==> config.mk <==
export PLATFORM = sky130hd
export DESIGN_NAME = infix_to_postfix_converter
export DESIGN_NICKNAME = d
export VERILOG_FILES = /design/src/rtl/itp_pkg.sv /design/src/rtl/itp_front.sv /design/src/rtl/itp_cmd_fifo.sv /design/src/rtl/itp_back.sv /design/src/rtl/infix_to_postfix_converter.sv
export VERILOG_INCLUDE_DIRS = /design/src /design/src/rtl
export SDC_FILE = /design/constraint.sdc
export NUM_CORES = 1
export LEC_CHECK = 0
export ABC_AREA = 1
export BUFFER_PORTS_ARGS = -buffer_cell sky130_fd_sc_hd__buf_2
export CORE_MARGIN = 10
export CORE_UTILIZATION = 35
export CTS_CLUSTER_DIAMETER = 80
export DETAILED_ROUTE_END_ITERATION = 8
export GPL_ROUTABILITY_DRIVEN = 1
export PLACE_DENSITY = 0.58
export SLEW_MARGIN = 20
export SYNTH_ARGS = -nofsm -noshare
export SYNTH_HDL_FRONTEND = slang
export SYNTH_HIERARCHICAL = 1
export SYNTH_SLANG_ARGS = --single-unit
==> constraint.sdc <==
create_clock -name i_clk -period 3.18 [get_ports i_clk]
set_clock_uncertainty 0.1 [all_clocks]
set_input_delay 0.795 -clock i_clk [delete_from_list [all_inputs] [get_ports i_clk]]
set_output_delay 0.795 -clock i_clk [all_outputs]
set_load 0.1 [all_outputs]
==> src/rtl/infix_to_postfix_converter_assert.svh <==
// ---------------------------------------------------------------------------
// Assertion macros shared by the infix-to-postfix converter modules.
// Each macro expects i_clk and i_rst_n in scope.
// ---------------------------------------------------------------------------
`ifndef INFIX_TO_POSTFIX_CONVERTER_ASSERT_SVH
`define INFIX_TO_POSTFIX_CONVERTER_ASSERT_SVH

// Same-cycle implication.
`define ITP_ASSERT_NOW(lbl, ante, cons) \
    lbl: assert property (@(posedge i_clk) disable iff (!i_rst_n) (ante) |-> (cons)) \
        else $error("itp: same-cycle check failed");

// Next-cycle implication.
`define ITP_ASSERT_NEXT(lbl, ante, cons) \
    lbl: assert property (@(posedge i_clk) disable iff (!i_rst_n) (ante) |=> (cons)) \
        else $error("itp: next-cycle check failed");

`endif

==> src/rtl/itp_pkg.sv <==
`timescale 1ns / 1ps
// ---------------------------------------------------------------------------
// itp_pkg
// Types, character codes and sizes shared by the infix-to-postfix converter.
// ---------------------------------------------------------------------------
package itp_pkg;

    // operator stack
    localparam int STACK_DEPTH = 32;
    localparam int CNT_W       = $clog2(STACK_DEPTH + 1);
    localparam int PTR_W       = $clog2(STACK_DEPTH);

    // command queue between front and back
    localparam int Q_DEPTH = 2;
    localparam int Q_PTR_W = (Q_DEPTH > 1) ? $clog2(Q_DEPTH) : 1;
    localparam int Q_CNT_W = $clog2(Q_DEPTH + 1);

    // characters
    localparam logic [7:0] CH_HASH   = 8'h23;
    localparam logic [7:0] CH_LPAREN = 8'h28;
    localparam logic [7:0] CH_RPAREN = 8'h29;
    localparam logic [7:0] CH_STAR   = 8'h2A;
    localparam logic [7:0] CH_PLUS   = 8'h2B;
    localparam logic [7:0] CH_MINUS  = 8'h2D;
    localparam logic [7:0] CH_SLASH  = 8'h2F;
    localparam logic [7:0] CH_ZERO   = 8'h30;
    localparam logic [7:0] CH_NINE   = 8'h39;
    localparam logic [7:0] CH_TERM   = 8'h00;

    // error codes
    localparam logic [1:0] ERR_NONE      = 2'd0;
    localparam logic [1:0] ERR_OVERFLOW  = 2'd1;
    localparam logic [1:0] ERR_UNMATCHED = 2'd2;

    typedef enum logic [2:0] {
        K_OTHER  = 3'd0,
        K_DIGIT  = 3'd1,
        K_LPAREN = 3'd2,
        K_RPAREN = 3'd3,
        K_MULDIV = 3'd4,
        K_ADDSUB = 3'd5,
        K_END    = 3'd6
    } t_kind;

    typedef struct packed {
        logic [7:0] char_in;
        logic       end_of_expr;
    } t_in_item;

    typedef struct packed {
        logic [7:0] char_out;
        logic       run_last;
        logic [1:0] error_code;
    } t_out_item;

    // classified command, front to back
    typedef struct packed {
        t_kind      kind;
        logic [7:0] ch;
        logic       hash;   // close an open digit run first
    } t_cmd;

endpackage

==> src/rtl/itp_front.sv <==
`timescale 1ns / 1ps
// ---------------------------------------------------------------------------
// itp_front
// Accepts input beats, classifies each character and tracks open digit runs.
// ---------------------------------------------------------------------------
module itp_front (
    input  logic             i_clk,
    input  logic             i_rst_n,
    input  logic             i_valid,
    output logic             o_ready,
    input  itp_pkg::t_in_item i_data,
    input  logic             i_cmd_full,
    output logic             o_cmd_push,
    output itp_pkg::t_cmd    o_cmd
);

    logic r_in_number;
    logic n_in_number;
    logic is_digit;

    assign o_ready    = !i_cmd_full;
    assign o_cmd_push = i_valid && !i_cmd_full;
    assign is_digit   = (i_data.char_in >= itp_pkg::CH_ZERO) &&
                        (i_data.char_in <= itp_pkg::CH_NINE);

    always_comb begin
        o_cmd.ch   = i_data.char_in;
        o_cmd.hash = r_in_number && (i_data.end_of_expr || !is_digit);
        priority if (i_data.end_of_expr) begin
            o_cmd.kind = itp_pkg::K_END;
        end else if (is_digit) begin
            o_cmd.kind = itp_pkg::K_DIGIT;
        end else if (i_data.char_in == itp_pkg::CH_LPAREN) begin
            o_cmd.kind = itp_pkg::K_LPAREN;
        end else if (i_data.char_in == itp_pkg::CH_RPAREN) begin
            o_cmd.kind = itp_pkg::K_RPAREN;
        end else if (i_data.char_in == itp_pkg::CH_STAR ||
                     i_data.char_in == itp_pkg::CH_SLASH) begin
            o_cmd.kind = itp_pkg::K_MULDIV;
        end else if (i_data.char_in == itp_pkg::CH_PLUS ||
                     i_data.char_in == itp_pkg::CH_MINUS) begin
            o_cmd.kind = itp_pkg::K_ADDSUB;
        end else begin
            o_cmd.kind = itp_pkg::K_OTHER;
        end
    end

    // a run stays open only across consecutive digits
    assign n_in_number = o_cmd_push ? (!i_data.end_of_expr && is_digit) : r_in_number;

    always_ff @(posedge i_clk) begin
        if (!i_rst_n) begin
            r_in_number <= 1'b0;
        end else begin
            r_in_number <= n_in_number;
        end
    end

endmodule

==> src/rtl/itp_cmd_fifo.sv <==
`timescale 1ns / 1ps
// ---------------------------------------------------------------------------
// itp_cmd_fifo
// Short command queue that decouples the classifier from the stack engine.
// ---------------------------------------------------------------------------
`include "infix_to_postfix_converter_assert.svh"

module itp_cmd_fifo (
    input  logic          i_clk,
    input  logic          i_rst_n,
    input  logic          i_push,
    input  itp_pkg::t_cmd i_cmd,
    input  logic          i_pop,
    output logic          o_full,
    output logic          o_valid,
    output itp_pkg::t_cmd o_cmd
);

    itp_pkg::t_cmd                   r_q [itp_pkg::Q_DEPTH];
    logic [itp_pkg::Q_PTR_W-1:0]     r_wr_ptr;
    logic [itp_pkg::Q_PTR_W-1:0]     r_rd_ptr;
    logic [itp_pkg::Q_CNT_W-1:0]     r_count;
    logic [itp_pkg::Q_PTR_W-1:0]     n_wr_ptr;
    logic [itp_pkg::Q_PTR_W-1:0]     n_rd_ptr;
    logic [itp_pkg::Q_CNT_W-1:0]     n_count;

    assign o_full  = (r_count == itp_pkg::Q_CNT_W'(itp_pkg::Q_DEPTH));
    assign o_valid = (r_count != '0);
    assign o_cmd   = r_q[r_rd_ptr];

    always_comb begin
        n_wr_ptr = r_wr_ptr;
        n_rd_ptr = r_rd_ptr;
        n_count  = r_count;
        if (i_push) begin
            n_wr_ptr = (r_wr_ptr == itp_pkg::Q_PTR_W'(itp_pkg::Q_DEPTH - 1)) ?
                       '0 : r_wr_ptr + itp_pkg::Q_PTR_W'(1);
        end
        if (i_pop) begin
            n_rd_ptr = (r_rd_ptr == itp_pkg::Q_PTR_W'(itp_pkg::Q_DEPTH - 1)) ?
                       '0 : r_rd_ptr + itp_pkg::Q_PTR_W'(1);
        end
        unique case ({i_push, i_pop})
            2'b10:   n_count = r_count + itp_pkg::Q_CNT_W'(1);
            2'b01:   n_count = r_count - itp_pkg::Q_CNT_W'(1);
            default: n_count = r_count;
        endcase
    end

    always_ff @(posedge i_clk) begin
        if (!i_rst_n) begin
            r_wr_ptr <= '0;
            r_rd_ptr <= '0;
            r_count  <= '0;
        end else begin
            r_wr_ptr <= n_wr_ptr;
            r_rd_ptr <= n_rd_ptr;
            r_count  <= n_count;
        end
    end

    always_ff @(posedge i_clk) begin
        if (i_push) begin
            r_q[r_wr_ptr] <= i_cmd;
        end
    end

    `ITP_ASSERT_NOW(a_q_no_overflow, i_push, !o_full)
    `ITP_ASSERT_NOW(a_q_no_underflow, i_pop, o_valid)
    `ITP_ASSERT_NOW(a_q_count_bound, 1'b1, r_count <= itp_pkg::Q_CNT_W'(itp_pkg::Q_DEPTH))

endmodule

==> src/rtl/itp_back.sv <==
`timescale 1ns / 1ps
// ---------------------------------------------------------------------------
// itp_back
// Stack engine: runs one classified command at a time against the operator
// stack, one push or pop per unstalled cycle, and drives the result channel.
// ---------------------------------------------------------------------------
`include "infix_to_postfix_converter_assert.svh"

module itp_back (
    input  logic               i_clk,
    input  logic               i_rst_n,
    input  logic               i_cmd_valid,
    input  itp_pkg::t_cmd      i_cmd,
    output logic               o_cmd_pop,
    output logic               o_valid,
    input  logic               i_ready,
    output itp_pkg::t_out_item o_data
);

    // operator stack: memory with registered top-of-stack read
    logic [7:0]                r_stack_mem [itp_pkg::STACK_DEPTH];
    logic [7:0]                r_top;
    logic [itp_pkg::CNT_W-1:0] r_count;
    logic [itp_pkg::CNT_W-1:0] n_count;
    logic [itp_pkg::CNT_W-1:0] cnt_m1;
    logic [itp_pkg::PTR_W-1:0] rd_addr;

    logic [1:0]                r_sticky;
    logic                      r_hash_done;

    // one result held back until it is known whether it closes its beat
    logic                      r_pend_valid;
    itp_pkg::t_out_item        r_pend;
    logic                      r_ovalid;
    itp_pkg::t_out_item        r_odata;

    logic       out_free;
    logic       pend_move;
    logic       step;
    logic       cnt_nz;
    logic       full;
    logic       top_lp;
    logic       top_md;

    logic       emit;
    logic [7:0] e_ch;
    logic [1:0] e_err;
    logic       do_pop;
    logic       want_push;
    logic       finish;
    logic       hash_emit;
    logic       clr_err;
    logic [1:0] set_code;
    logic       push_ok;

    assign out_free  = !r_ovalid || i_ready;
    assign pend_move = r_pend_valid && out_free;
    assign step      = i_cmd_valid && (!r_pend_valid || out_free);
    assign cnt_nz    = (r_count != '0);
    assign full      = (r_count >= itp_pkg::CNT_W'(itp_pkg::STACK_DEPTH));
    assign top_lp    = (r_top == itp_pkg::CH_LPAREN);
    assign top_md    = (r_top == itp_pkg::CH_STAR) || (r_top == itp_pkg::CH_SLASH);

    always_comb begin
        emit      = 1'b0;
        e_ch      = itp_pkg::CH_TERM;
        e_err     = itp_pkg::ERR_NONE;
        do_pop    = 1'b0;
        want_push = 1'b0;
        finish    = 1'b0;
        hash_emit = 1'b0;
        clr_err   = 1'b0;
        set_code  = itp_pkg::ERR_NONE;
        if (i_cmd.hash && !r_hash_done) begin
            // close the digit run before anything else
            emit      = 1'b1;
            e_ch      = itp_pkg::CH_HASH;
            hash_emit = 1'b1;
        end else begin
            unique case (i_cmd.kind)
                itp_pkg::K_END: begin
                    if (cnt_nz) begin
                        emit   = 1'b1;
                        e_ch   = r_top;
                        do_pop = 1'b1;
                    end else begin
                        emit    = 1'b1;
                        e_ch    = itp_pkg::CH_TERM;
                        e_err   = r_sticky;
                        clr_err = 1'b1;
                        finish  = 1'b1;
                    end
                end
                itp_pkg::K_DIGIT: begin
                    emit   = 1'b1;
                    e_ch   = i_cmd.ch;
                    finish = 1'b1;
                end
                itp_pkg::K_LPAREN: begin
                    want_push = 1'b1;
                    finish    = 1'b1;
                end
                itp_pkg::K_RPAREN: begin
                    if (cnt_nz && !top_lp) begin
                        emit   = 1'b1;
                        e_ch   = r_top;
                        do_pop = 1'b1;
                    end else if (cnt_nz) begin
                        // drop the matching '('
                        do_pop = 1'b1;
                        finish = 1'b1;
                    end else begin
                        set_code = itp_pkg::ERR_UNMATCHED;
                        finish   = 1'b1;
                    end
                end
                itp_pkg::K_MULDIV: begin
                    if (cnt_nz && top_md) begin
                        emit   = 1'b1;
                        e_ch   = r_top;
                        do_pop = 1'b1;
                    end else begin
                        want_push = 1'b1;
                        finish    = 1'b1;
                    end
                end
                itp_pkg::K_ADDSUB: begin
                    if (cnt_nz && !top_lp) begin
                        emit   = 1'b1;
                        e_ch   = r_top;
                        do_pop = 1'b1;
                    end else begin
                        want_push = 1'b1;
                        finish    = 1'b1;
                    end
                end
                default: begin
                    finish = 1'b1;
                end
            endcase
            if (want_push && full) begin
                set_code = itp_pkg::ERR_OVERFLOW;
            end
        end
    end

    assign push_ok   = step && want_push && !full;
    assign o_cmd_pop = step && finish;

    always_comb begin
        n_count = r_count;
        if (step && do_pop) begin
            n_count = r_count - itp_pkg::CNT_W'(1);
        end else if (push_ok) begin
            n_count = r_count + itp_pkg::CNT_W'(1);
        end
    end

    assign cnt_m1  = n_count - itp_pkg::CNT_W'(1);
    assign rd_addr = (n_count == '0) ? '0 : cnt_m1[itp_pkg::PTR_W-1:0];

    // read the next top every cycle; bypass a fresh push
    always_ff @(posedge i_clk) begin
        if (push_ok) begin
            r_stack_mem[r_count[itp_pkg::PTR_W-1:0]] <= i_cmd.ch;
            r_top <= i_cmd.ch;
        end else begin
            r_top <= r_stack_mem[rd_addr];
        end
    end

    always_ff @(posedge i_clk) begin
        if (!i_rst_n) begin
            r_count     <= '0;
            r_sticky    <= itp_pkg::ERR_NONE;
            r_hash_done <= 1'b0;
        end else begin
            r_count <= n_count;
            if (step && clr_err) begin
                r_sticky <= itp_pkg::ERR_NONE;
            end else if (step && set_code != itp_pkg::ERR_NONE &&
                         r_sticky == itp_pkg::ERR_NONE) begin
                r_sticky <= set_code;
            end
            if (step && finish) begin
                r_hash_done <= 1'b0;
            end else if (step && hash_emit) begin
                r_hash_done <= 1'b1;
            end
        end
    end

    // hold stage: valid bit
    always_ff @(posedge i_clk) begin
        if (!i_rst_n) begin
            r_pend_valid <= 1'b0;
        end else if (step && emit) begin
            r_pend_valid <= 1'b1;
        end else if (pend_move) begin
            r_pend_valid <= 1'b0;
        end
    end

    // hold stage: payload; a silent finish marks the held result as last
    always_ff @(posedge i_clk) begin
        if (step && emit) begin
            r_pend.char_out   <= e_ch;
            r_pend.run_last   <= finish;
            r_pend.error_code <= e_err;
        end else if (step && finish && r_pend_valid) begin
            r_pend.run_last <= 1'b1;
        end
    end

    // output register
    always_ff @(posedge i_clk) begin
        if (!i_rst_n) begin
            r_ovalid <= 1'b0;
        end else if (pend_move) begin
            r_ovalid <= 1'b1;
        end else if (i_ready) begin
            r_ovalid <= 1'b0;
        end
    end

    always_ff @(posedge i_clk) begin
        if (pend_move) begin
            r_odata.char_out   <= r_pend.char_out;
            r_odata.run_last   <= r_pend.run_last || (step && finish && !emit);
            r_odata.error_code <= r_pend.error_code;
        end
    end

    assign o_valid = r_ovalid;
    assign o_data  = r_odata;

    `ITP_ASSERT_NOW(a_stack_bound, 1'b1, r_count <= itp_pkg::CNT_W'(itp_pkg::STACK_DEPTH))
    `ITP_ASSERT_NEXT(a_term_clears, step && emit && clr_err, r_count == '0 && r_sticky == itp_pkg::ERR_NONE)
    `ITP_ASSERT_NOW(a_err_on_term, r_ovalid && r_odata.error_code != itp_pkg::ERR_NONE, r_odata.run_last && r_odata.char_out == itp_pkg::CH_TERM)
    `ITP_ASSERT_NOW(a_pop_nonempty, step && do_pop, cnt_nz)

endmodule

==> src/rtl/infix_to_postfix_converter.sv <==
`timescale 1ns / 1ps
// ---------------------------------------------------------------------------
// infix_to_postfix_converter
// Streaming shunting-yard converter from infix characters to postfix.
// ---------------------------------------------------------------------------
// One infix character arrives per input beat; each beat releases zero or
// more postfix result beats, with run_last set on the last one of them. A
// classifier takes one beat per cycle into a two-entry command queue while
// the queue has room. Behind it the stack engine emits a digit, pushes '('
// and drops an ignored character; for ')', an operator or the end item it
// pops and emits stacked operators one at a time, then finishes the entry.
// A beat that closes a digit run first emits '#'. The top of the operator
// stack is read through a register. The end item empties the stack and
// emits a 0 terminator carrying the first error of the expression
// (1 overflow, 2 unmatched ')').
// ---------------------------------------------------------------------------
module infix_to_postfix_converter (
    input  logic               i_clk,
    input  logic               i_rst_n,
    input  logic               i_valid,
    output logic               o_ready,
    input  itp_pkg::t_in_item  i_data,
    output logic               o_valid,
    input  logic               i_ready,
    output itp_pkg::t_out_item o_data
);

    itp_pkg::t_cmd front_cmd;
    itp_pkg::t_cmd head_cmd;
    logic          cmd_push;
    logic          cmd_full;
    logic          cmd_valid;
    logic          cmd_pop;

    itp_front u_front (
        .i_clk      (i_clk),
        .i_rst_n    (i_rst_n),
        .i_valid    (i_valid),
        .o_ready    (o_ready),
        .i_data     (i_data),
        .i_cmd_full (cmd_full),
        .o_cmd_push (cmd_push),
        .o_cmd      (front_cmd)
    );

    itp_cmd_fifo u_cmd_fifo (
        .i_clk   (i_clk),
        .i_rst_n (i_rst_n),
        .i_push  (cmd_push),
        .i_cmd   (front_cmd),
        .i_pop   (cmd_pop),
        .o_full  (cmd_full),
        .o_valid (cmd_valid),
        .o_cmd   (head_cmd)
    );

    itp_back u_back (
        .i_clk       (i_clk),
        .i_rst_n     (i_rst_n),
        .i_cmd_valid (cmd_valid),
        .i_cmd       (head_cmd),
        .o_cmd_pop   (cmd_pop),
        .o_valid     (o_valid),
        .i_ready     (i_ready),
        .o_data      (o_data)
    );

endmodule
# Word level (Yosys, flattened, before mapping)

Memory sizes are Yosys's and may differ from the RTL's. A register that Yosys moved wholly into a read port is not among the register bits.
Cells that the tools add are included.

Register bits after elaboration: 38
Bits in writable memories: 280
Input port bits: 13
Output and inout port bits: 13
Word-level logic and storage cells: 150
Memories: 2

Memory list:

| memory             | words | width | read ports | clocked after memory_dff | wr ports | line               | RTL |
|---|---|---|---|---|---|---|---|
| u_back.r_stack_mem | 32    | 8     | 1          | 1                        | 1        | itp_back.sv:21     | `logic [7:0] r_stack_mem [itp_pkg::STACK_DEPTH];` |
| u_cmd_fifo.r_q     | 2     | 12    | 1          | 1                        | 1        | itp_cmd_fifo.sv:19 | `itp_pkg::t_cmd r_q [itp_pkg::Q_DEPTH];` |

$add $sub $neg: 7
$lt $le $gt $ge: 3
Equal/unequal tests: 18
Multiplexer cells: 52
Bitwise logic cells: 2
Reductions and logical operators: 51

Operators with widths:

| kind                                                | count |
|---|---|
| == test 8 x 6 -> 1 bit, second input constant       | 9 |
| case mux 8 bit (4 select lines)                     | 1 |
| 2-to-1 mux 1 bit                                    | 29 |
| 2-to-1 mux 8 bit                                    | 3 |
| logical AND 1 bit                                   | 21 |
| 2-to-1 mux 3 bit                                    | 6 |
| 2-to-1 mux 6 bit                                    | 2 |
| nonzero test 2 bit                                  | 6 |
| 2-to-1 mux 2 bit                                    | 5 |
| == test 3 bit, second input constant                | 3 |
| zero test 1 bit                                     | 9 |
| case mux 1 bit (3 select lines)                     | 3 |
| >= comparator 8 x 6 -> 1 bit, second input constant | 1 |
| <= comparator 8 x 6 -> 1 bit, second input constant | 1 |
| OR reduction 2 bit                                  | 4 |
| logical OR 1 bit                                    | 7 |
| adder 6 x 1 -> 6 bit, second input constant         | 1 |
| == test 3 x 2 -> 1 bit, second input constant       | 2 |
| >= comparator 6 bit, second input constant          | 1 |
| zero test 6 bit                                     | 1 |
| nonzero test 6 bit                                  | 1 |
| subtractor 6 x 1 -> 6 bit, second input constant    | 1 |
| 2-to-1 mux 5 bit                                    | 1 |
| subtractor 5 x 1 -> 5 bit, second input constant    | 1 |
| 11 further kinds                                    | 14 |

# Logic depth before layout (Yosys ltp)

Gate-level depths: netlist of the first run.

Depth after elaboration: 13
Gate-level depth with buffers: 27
Gate-level depth less buffers: 25

# Modules after synthesis

Netlist of the first run, hierarchy kept.

Modules (own cells, without submodules):

| module       | times used | cells an instance | area an instance (µm²) | sequential area each (µm²) |
|---|---|---|---|---|
| itp_back     | 1          | 1,151             | 12,495.7               | 8,668.3 |
| itp_cmd_fifo | 1          | 72                | 1,131.1                | 820.8 |
| itp_front    | 1          | 37                | 205.2                  | 20.0 |

# Worst setup path before layout of the first run

OpenSTA, ideal clock, no wires.

Kind: in2reg
Start point: input i_ready
End point: memory u_back.r_stack_mem[31][0] (enable)
Setup time: 0.395 ns
Arrival time: 2.666 ns
Required time: 2.685 ns
Path slack: 0.019 ns
Cell stages on the path: 8
Path buffers: 0
Cells stage by stage: inv_1 > nand3_1 > nand2_1 > nor2_1 > inv_1 > nor2_1 > nand3_4 > nor4_1

Cells in the longest elaborated chain, start to end: 7

Ends and longest elaborated chain:

| what                                   | line                             | RTL |
|---|---|---|
| from (decl)                            | infix_to_postfix_converter.sv:24 | `input logic i_ready,` |
| logical OR 1 bit                       | itp_back.sv:56                   | `assign out_free = !r_ovalid \|\| i_ready;` |
| logical OR 1 bit                       | itp_back.sv:58                   | `assign step = i_cmd_valid && (!r_pend_valid \|\| out_free);` |
| logical AND 1 bit                      | itp_back.sv:58                   |  |
| logical AND 1 bit (2 in a row)         | itp_back.sv:147                  | `assign push_ok = step && want_push && !full;` |
| 2-to-1 mux 1 bit                       | itp_back.sv:164                  | `if (push_ok) begin` |
| 2-to-1 mux 1 bit (not written as such) | itp_back.sv:165                  | `r_stack_mem[r_count[itp_pkg::PTR_W-1:0]] <= i_cmd.ch;` |
| to (decl)                              | itp_back.sv:21                   |  |

Every way passes these cells.

==> results of run 1 <==
[final timing paths]
| path | from | slack [ns] | end | depth (start not counted) |
|---|---|---|---|---|
| min reg2reg | u_back/r_pend[10]$_SDFFCE_PP0P_ | 0.32 | u_back/o_data[10]$_DFFE_PP_ | 0 |
| min | u_back/r_pend[10]$_SDFFCE_PP0P_ | 0.32 | u_back/o_data[10]$_DFFE_PP_ | 0 |
| max reg2reg | flip-flop | 0.03 | u_back/r_stack_mem[27][2]$_DFFE_PP_ | 20 |
| max | flip-flop | 0.03 | u_back/r_stack_mem[27][2]$_DFFE_PP_ | 20 |
[logic make-up after synthesis]
logic type / Yosys count
simple gates: 751
flops: 324
buf+inv: 130
compound gates: 32
mux: 12
fa+ha+maj: 7
xor+xnor: 4
[power by group through the flow]
stage / Combinational (mW) / Clock, mW / Sequential, mW
floorplan: 2.75 / 0 / 5.64
global placement: 4.67 / 0 / 5.42
detailed placement: 4.69 / 0 / 5.43
CTS: 4.75 / 4.18 / 5.34
global route: 6.12 / 4.39 / 5.37
finish: 5.64 / 4.09 / 5.35
[repair_timing]
| action | 4_1_cts | 5_1_grt |
|---|---|---|
| hold buffers | 0 | 0 |
| setup endpoints to repair | 78 | 279 |
| buffers inserted | 0 | 12 |
| cloned | 1 | 10 |
| gates resized for setup | 4 | 137 |
| pin swaps | 0 | 48 |
[layer usage]
layer	up-vias	global-route usage, %	wire (µm)
met2	292	22.6	17500
met1	4775	19.4	16000
met3	56	2.32	1980
li1	4574	-	-
met5	-	0	0
met4	0	3.42	615
[sequential cells by signal, summed over array words and instances (netlist names), named ones only]
signal               count
u_back/r_stack_mem     256
u_cmd_fifo/r_q          24
u_back/o_data           11
u_back/r_pend           11
u_back/r_count           6
u_back/r_sticky          2
u_cmd_fifo/r_count       2
u_back/o_valid           1
u_back/r_hash_done       1
u_back/r_pend_valid      1
u_cmd_fifo/r_rd_ptr      1
u_cmd_fifo/r_wr_ptr      1
u_front/r_in_number      1
[cell type report]
class,instances,area (µm²)
Multi-Input combinational cell,806,4120
Fill cell,3548,21600
Timing Repair Buffer,146,1490
Sequential cell,324,9510
Tap cell,518,648
Clock inverter,20,221
Clock buffer,41,941
Inverter,66,263
[critical path: stages (launching register included)]
cell and delay (ns):
dfxtp_4 0.41, clkinv_8 0.13, buf_12 0.19, nand2_1 0.07, nand3_1 0.06, nand3_1 0.13, nand2_1 0.08, nand2_1 0.09
nand3_2 0.13, nand2_2 0.11, nand2_2 0.07, nor2_4 0.15, nand2_2 0.09, nand2_1 0.06, nand2_1 0.08, nand3_4 0.10
buf_4 0.15, nand3_4 0.14, buf_12 0.18, nor2_1 0.12, buf_6 0.17
[stage by stage]
| stage | setup TNS (ns) | total power, mW |
|---|---|---|
| finish | 0 | 15.1 |
| floorplan | 0 | 8.39 |
| global placement | -0.919 | 10.1 |
| detailed placement | -0.901 | 10.1 |
| CTS | 0 | 14.3 |
| global route | -18.40 | 15.9 |
[synthesized netlist by cell type, drive strengths merged]
library cell    n
nand2         425
inv            65
o2111ai         1
nand4           5
mux2           12
buf            57
edfxtp        302
xor2            3
nor4            1
nand3b          1
clkbuf          7
o22ai           5
nand3         240
nor3            5
dfxtp          22
xnor2           1
o21bai          1
a21boi          1
ha              7
and2            1
a21oi          11
clkinv          1
nor2           73
o21ai           8
o221ai          3
o211ai          2
==> metrics.yaml, run 1 <==
outcome:
  outcome: "complete, no violations"
global_routing:
  grt_usage_pct: 14.0
  grt_pass1_wl_um: 52600
  grt_max_degree: 49
  grt_pass1_vias: 9122
  overflow: 0
  grt_antenna_before_repair: 0
pwr:
  p_leak_nw: 6.65
  p_sw_share_pct: 35.5
  internal-power_mw: 9.73
  power_density_nw_per_um2: 877
  p_seq_share_pct: 35.5
  peakVddDrop_uv: 382
  pwr-share-clk_pct: 27.1
  pwr-share-comb_pct: 37.4
  p_switching_mw: 5.36
clock_tree:
  clkLatencyLatePin_ns: 0.51
  cts_tree: "yes"
  h-tree-depth: 2
  cts_buffer_depth: 3
  root_buffer: "clkbuf_16"
  clkTransAtPathRegs_ns: 0.06
  cts_buffers: 35
  clock-sinks: 324
cells_and_area:
  antenna_cells: 0
  drive_gt1_share_pct: 23.3
  area_delta_synth_final_pct: 24.3
  layout_commonest_cell: "nand2_1"
  stdcell_area_um2: 17200
  layout_common_cells: "nand2_1 (381), edfxtp_1 (302), nand3_1 (195)"
  final_nets: 1399
  finalNonFillerCells: 1921
  finish.utilization_pct: 44.3
sta:
  holdWs_ns: 0.317
  slew_violations: 0
  worst_pin_slew_ns: 0.559
  rsz0062_at_grt: "true"
  finalSetupViolations: 0
  min_period_ns: 3.15
  relSlewSlack_pct: 62.7
  fmax_ghz: 0.317
  fin_ws_ns: 0.0274
  finalHoldViolCount: 0
  final.period_utilization_pct: 99.1
yosys:
  syn_area_um2: 13800
  muxShareOfSynthArea_pct: 1.25
  yosys_register_bits: 324
  synth_top_family_by_area: "simple AND/OR/NAND/NOR gates"
  yosysUniqueCellTypes: 37
  synth_cells: 1260
  yosys.area.top_type: "edfxtp_1"
  ys_seq_area_share_pct: 68.7
  syn_area_per_cell_um2: 11.0
  synth_warnings: 6
  synth_compound_area_share_pct: 1.44
  syn_nets: 1280
  synth_fa_ha_area_share_pct: 0.633
  synth_area_leaders: "edfxtp_1 (66%), nand2_1 (11%), nand3_1 (8.6%)"
  synth_top_area_share_pct: 65.6
  synth-xor-area-share_pct: 0.253
  synthSimpleGateAreaFrac_pct: 23.2
die:
  ios: 26
  fp.dieH_um: 219
  row_count: 72
  start_util_pct: 35.6
  dieArea_um2: 47900
  core_um2: 38800
  fp.dieW_um: 219
routing:
  antenna_left: 0
  drtIter0Drc: 875
  detail_route.wl_per_cell_um: 18.8
  first_pass_iters: 5
  avgViaCountPerCell: 5.05
  vias: 9697
  drt_wl_total_um: 36100
  drc: 0
setup_path:
  required_ns: 3.29
  cp-start-kind: "flip-flop"
  crit_fanout: 26
  end_kind: "flip-flop"
  crit_type: "reg2reg"
  arrival_ns: 3.27
placed_design:
  dp_slack_ns: -0.0487
  place_hpwl_um: 21100
  dpl_cell_area_um2: 15100
  io_buffers: 25
  place_inst: 1837
  globalplace.congestion: 0.889
worst_hold_path:
  holdCritPathClass: "reg2reg"
flow_run:
  maxCapViolCount: 0
No activity file was read; power rests on OpenSTA's default activity.
==> run 2, diff against run 1 <==
ABC_AREA = unset   (was 1)
CTS_BUF_LIST = sky130_fd_sc_hd__clkbuf_4   (was unset)
==> run 2 against run 1 <==
The flow now finishes with violations (negative setup slack). Clock-buffer cell count up 80. Synthesized area fell by 5.2%. Worst setup slack worse by 1.3 ns. Register-to-register slack got worse by 1.3 ns. Critical path depth shrank 3. Via count fell by 25%. Die area decreased by 4.8%. Combinational power down 4%.
==> metrics.yaml, run 2 <==
placed_design:
  globalplace.congestion: 0.780
  io_buffers: 25
  place_hpwl_um: 19000
die:
  core_um2: 36800
  start_util_pct: 35.6
  dieArea_um2: 45600
  fp.dieW_um: 214
  row_count: 70
  fp.dieH_um: 214
  ios: 26
pwr:
  pwr-share-clk_pct: 24.8
  p_switching_mw: 4.55
  pwr-share-comb_pct: 37.7
  peakVddDrop_uv: 459
  p_seq_share_pct: 37.5
  p_total_mw: 14.4
  p_sw_share_pct: 31.6
  p_leak_nw: 5.78
  internal-power_mw: 9.87
  power_density_nw_per_um2: 833
routing:
  first_pass_iters: 5
  drc: 0
  drtIter0Drc: 413
  detail_route.wl_per_cell_um: 20.5
  antenna_left: 0
  vias: 7238
  avgViaCountPerCell: 4.96
  drt_wl_total_um: 30000
clock_tree:
  root_buffer: "clkbuf_4"
  clock-sinks: 324
  ctsHoldBuffers: 0
  cts_buffer_depth: 3
  cts_tree: "yes"
  h-tree-depth: 3
  clkTransAtPathRegs_ns: 0.07
  cts_buffers: 85
  clkLatencyLatePin_ns: 0.74
flow_run:
  maxCapViolCount: 0
cells_and_area:
  area_delta_synth_final_pct: 32.1
  largest_reg_flops: 256
  layout_commonest_cell: "edfxtp_1"
  final_nets: 946
  n_fill_cell: 3140
  seqCellArea_um2: 9510
  drive_gt1_share_pct: 51.0
  multi_input_area_um2: 3980
  layout_common_cells: "edfxtp_1 (302), clkbuf_4 (121), mux4_2 (80)"
yosys:
  yosys_register_bits: 324
  synth_most_common_cell: "edfxtp_1"
  syn_area_per_cell_um2: 19.1
  syn_area_um2: 13100
  synth_warnings: 6
  synth_top_area_share_pct: 69.2
  syn_nets: 708
  synth_area_leaders: "edfxtp_1 (69%), mux4_2 (14%), dfxtp_1 (3.4%)"
  yosys.area.top_type: "edfxtp_1"
  synthTopCellsByCount: "edfxtp_1 (302), mux4_2 (80), nor2_1 (58)"
  yosysUniqueCellTypes: 63
  synth_cells: 688
  ys_seq_area_share_pct: 72.5
  ys.flop_type: "edfxtp_1"
  synth-edff-count: 302
  async_flop_share_pct: 0
setup_path:
  cp-start-kind: "flip-flop"
  required_ns: 3.69
  r2r_slack_ns: -1.24
  end_kind: "flip-flop"
  reg2regPathDepth: 17
  arrival_ns: 4.93
  crit_fanout: 7
  crit_type: "reg2reg"
outcome:
  violations: "negative setup slack"
  outcome: "complete, but fails checks"
global_routing:
  grt_max_degree: 34
  overflow: 0
  grt_antenna_before_repair: 2
  grt_pass1_wl_um: 46400
  grt_usage_pct: 13.6
  grt_pass1_vias: 7803
sta:
  fmax_ghz: 0.226
  min_period_ns: 4.42
  finalSetupViolations: 295
  relSlewSlack_pct: 42.4
  finalHoldViolCount: 0
  fin_ws_ns: -1.24
  slew_violations: 0
  final.period_utilization_pct: 139
  worst_pin_slew_ns: 0.862
  setup_tns_ns: -251.45
  holdWs_ns: 0.208
  rsz0062_at_grt: "true"
worst_hold_path:
  holdCritPathClass: "in2reg"
  hp-start: "i_data[1]"
  hold_end: "u_cmd_fifo/r_q[0][1]$_DFFE_PP_"
  hold_path_depth: 1
-- run 2: worst max-delay path by stage --
stage,endpoint,slack [ns],cells past startpoint,start
floorplan,flip-flop,-0.78,16,flip-flop
global route,flip-flop,-1.35,17,flip-flop
CTS,flip-flop,-1.15,17,flip-flop
global placement,flip-flop,-1.12,16,flip-flop
finish,flip-flop,-1.24,17,flip-flop
detailed placement,flip-flop,-1.19,16,flip-flop
-- run 2: cell type report --
cell class,count,area share (%)
flip-flops and latches,324,54.9
multi-input cells,316,23.0
repair buffers,186,12.1
clock buffers,121,5.25
well taps,468,3.38
clock inverters,30,1.04
inverters,13,0.282
diodes,2,0.0289
-- run 2: logic make-up after synthesis --
logic type / count (synthesis) / share of synthesized area, %
flops: 324 / 72.5
simple gates: 146 / 5.77
mux: 102 / 15.6
compound gates: 52 / 2.77
buf+inv: 48 / 1.99
xor+xnor: 8 / 0.592
fa+ha+maj: 8 / 0.744
-- run 2: per-layer routing --
layer / track usage, % / part of all wire, % / vias to the layer above
li1: - / - / 3304
met1: 17.5 / 44 / 3727
met2: 22.3 / 50 / 171
met3: 3.24 / 4.5 / 36
met4: 4.60 / 1.5 / 0
met5: 0 / 0 / -
-- run 2: critical path, stage by stage (launching register included) --
cell	delay, ns
dfxtp_4	0.43
buf_12	0.15
buf_12	0.14
mux4_2	0.51
mux4_2	0.53
mux2i_1	0.19
buf_4	0.17
nand4b_1	0.15
or2_1	0.27
a221o_1	0.41
nand2_2	0.12
buf_6	0.11
o311a_4	0.19
nor2_4	0.05
buf_4	0.15
ha_2	0.17
nor3b_2	0.15
mux2_4	0.30
-- run 2: what timing repair did --
item | in CTS | in global routing
pin swaps | 35 | 34
setup endpoints to repair | 295 | 295
cloned | 2 | 0
resized for setup | 102 | 37
setup buffers | 33 | 12
-- run 2: through the flow --
step | utilization (%) | instance area (µm²) | worst slack [ns] | cells
after detailed placement | 41.4 | 15200 | -1.19 | 1270
after global placement | 41.4 | 15200 | -1.12 | 1270
after floorplan | - | 13400 | -0.780 | 688
after global routing | 47.1 | 17300 | -1.35 | 1460
final | 47.1 | 17300 | -1.24 | 1460
after CTS | 46.4 | 17100 | -1.15 | 1453
-- run 2: power groups by stage --
stage | registers (mW) | logic (mW) | clock network, mW
final | 5.41 | 5.44 | 3.57
after global routing | 5.43 | 5.83 | 3.97
after CTS | 5.41 | 5.16 | 3.70
after detailed placement | 5.50 | 4.43 | 0
after global placement | 5.50 | 4.41 | 0
after floorplan | 5.67 | 2.51 | 0
==> run 3, diff against run 2 <==
PLACE_DENSITY = unset   (was 0.58)
PLACE_DENSITY_LB_ADDON = 0.25   (was unset)
==> run 3 against run 2 <==
Non-clock buffer count fell by 12. Flip-flop and latch count did not move. Maximum frequency rose by 3.5%. The run still ends with negative setup slack left. Critical path depth fell by 1. Global-route usage barely moved. Design area fell by 1.5%.
==> metrics.yaml, run 3 (synthesized netlist as in run 2, its figures left out) <==
placed_design:
  io_buffers: 25
  place_inst: 1247
  place_hpwl_um: 19000
  globalplace.congestion: 0.849
pwr:
  power_density_nw_per_um2: 839
  internal-power_mw: 9.78
  p_seq_share_pct: 37.7
  pwr-share-comb_pct: 37.5
  p_leak_nw: 5.72
  p_switching_mw: 4.54
  peakVddDrop_uv: 274
  p_sw_share_pct: 31.7
  pwr-share-clk_pct: 24.8
clock_tree:
  cts_buffer_depth: 3
  h-tree-depth: 3
  cts_buffers: 84
  root_buffer: "clkbuf_4"
  cts_tree: "yes"
  ctsHoldBuffers: 0
  clkTransAtPathRegs_ns: 0.07
  clkLatencyLatePin_ns: 0.72
  clock-sinks: 324
cells_and_area:
  finalNonFillerCells: 1448
  drive_gt1_share_pct: 49.9
  finish.utilization_pct: 46.4
  area_delta_synth_final_pct: 30.1
  layout_commonest_cell: "edfxtp_1"
  largest_reg_flops: 256
  layout_common_cells: "edfxtp_1 (302), clkbuf_4 (118), buf_4 (86)"
  final_nets: 933
setup_path:
  crit_fanout: 8
  required_ns: 3.67
  crit_type: "reg2reg"
  cp_num_buf_inv: 3
  path_cells: "buf_12 -> buf_16 -> mux4_2 -> mux4_2 -> mux2i_4 -> nand4b_1 -> or2_1 -> a221o_1 -> a21oi_2 -> xnor2_2 -> inv_2 -> ha_4 -> nand2b_1 -> o22a_1 -> nor2b_1 -> mux2_4"
  reg2regPathDepth: 16
  r2r_slack_ns: -1.09
  cp.depth: 16
  cp-start-kind: "flip-flop"
  crit_top_cell: "mux4_2"
  arrival_ns: 4.76
  crit_family: "multiplexers"
  critical_path.max_stage_delay_ns: 0.55
  slowest_stage: "mux4_2"
  end_kind: "flip-flop"
die:
  row_count: 70
  start_util_pct: 35.6
  fp.dieW_um: 214
  core_um2: 36800
  dieArea_um2: 45600
  ios: 26
  fp.dieH_um: 214
flow_run:
  maxCapViolCount: 0
worst_hold_path:
  holdCritPathClass: "in2reg"
sta:
  worst_pin_slew_ns: 0.918
  relSlewSlack_pct: 38.7
  finalSetupViolations: 295
  final.period_utilization_pct: 134
  rsz0062_at_grt: "true"
  min_period_ns: 4.27
  slew_violations: 0
  setup_tns_ns: -216.05
  fmax_ghz: 0.234
  fin_ws_ns: -1.09
  finalHoldViolCount: 0
routing:
  vias: 7345
  drc: 0
  first_pass_iters: 5
  antenna_left: 0
  avgViaCountPerCell: 5.07
  drt_wl_total_um: 30300
  drtIter0Drc: 460
  detail_route.wl_per_cell_um: 20.9
outcome:
  outcome: "complete, but fails checks"
  violations: "negative setup slack"
global_routing:
  grt_pass1_vias: 7856
  grt_antenna_before_repair: 1
  overflow: 0
  grt_max_degree: 34
  grt_usage_pct: 13.7
  grt_pass1_wl_um: 46400
==> run 3: cell types whose count changed in the layout (fill, tap and decap cells not counted), moves of 4 or more <==
cell     before  now
buf_8         5    0
buf_12       42   36
mux2i_4       2    6
buf_4        70   86
buf_6        42   20
mux2i_1       5    1
==> run 3: through the flow <==
step | hold WS, ns | total power, mW | area [µm²] | setup WS [ns]
after floorplan | 0.300 | 8.18 | 13400 | -0.780
after global placement | 0.309 | 9.82 | 14800 | -1.06
after detailed placement | 0.305 | 9.91 | 14800 | -1.16
after CTS | 0.175 | 14.3 | 16900 | -1.07
after global routing | 0.166 | 15.1 | 17100 | -1.22
final | 0.243 | 14.3 | 17100 | -1.09
==> run 3: power by group through the flow <==
| stage | combinational [mW] | clock [mW] | sequential (mW) |
|---|---|---|---|
| after global placement | 4.34 | 0 | 5.49 |
| final | 5.36 | 3.55 | 5.40 |
| after global routing | 5.71 | 3.93 | 5.42 |
| after floorplan | 2.51 | 0 | 5.67 |
| after detailed placement | 4.41 | 0 | 5.50 |
| after CTS | 5.19 | 3.69 | 5.40 |
==> run 3: how the worst min path moves through the flow <==
stage	startpoint	to	slack, ns	cells after the start
2_1_floorplan	u_back/r_pend[0]$_SDFFCE_PP0P_	u_back/o_data[0]$_DFFE_PP_	0.30	0
3_3_place_gp	u_back/r_pend[8]$_SDFFCE_PP1P_	u_back/o_data[8]$_DFFE_PP_	0.31	0
3_5_place_dp	u_back/r_pend[5]$_SDFFCE_PP0P_	u_back/o_data[5]$_DFFE_PP_	0.30	0
4_1_cts	i_data[5]	u_cmd_fifo/r_q[0][5]$_DFFE_PP_	0.17	1
5_1_grt	i_data[4]	u_cmd_fifo/r_q[0][4]$_DFFE_PP_	0.17	1
6_report	i_data[1]	u_cmd_fifo/r_q[0][1]$_DFFE_PP_	0.24	1
==> run 3: cell type report <==
class                      count  area (µm²)
tap                          468         586
sequential                   324        9510
clock inverter                33         204
inverter                      13        48.8
timing repair buffer         174        1910
fill                        3149       19700
clock buffer                 118         886
multi-input combinational    316        3900
antenna                        2        5.00
==> run 3: layer usage <==
layer	global-route usage, %	vias up	share of wire [%]	routed length [µm]
li1	-	3289	-	-
met2	22.2	194	50	15100
met5	0	-	0	0
met4	5.96	0	2.9	893
met3	3.39	59	4.8	1440
met1	17.0	3803	42	12900
==> run 3: what timing repair did <==
action	4_1_cts	5_1_grt
buffers inserted	42	3
setup endpoints to repair	295	295
pin swaps	44	15
cloned	4	1
resized for setup	81	12
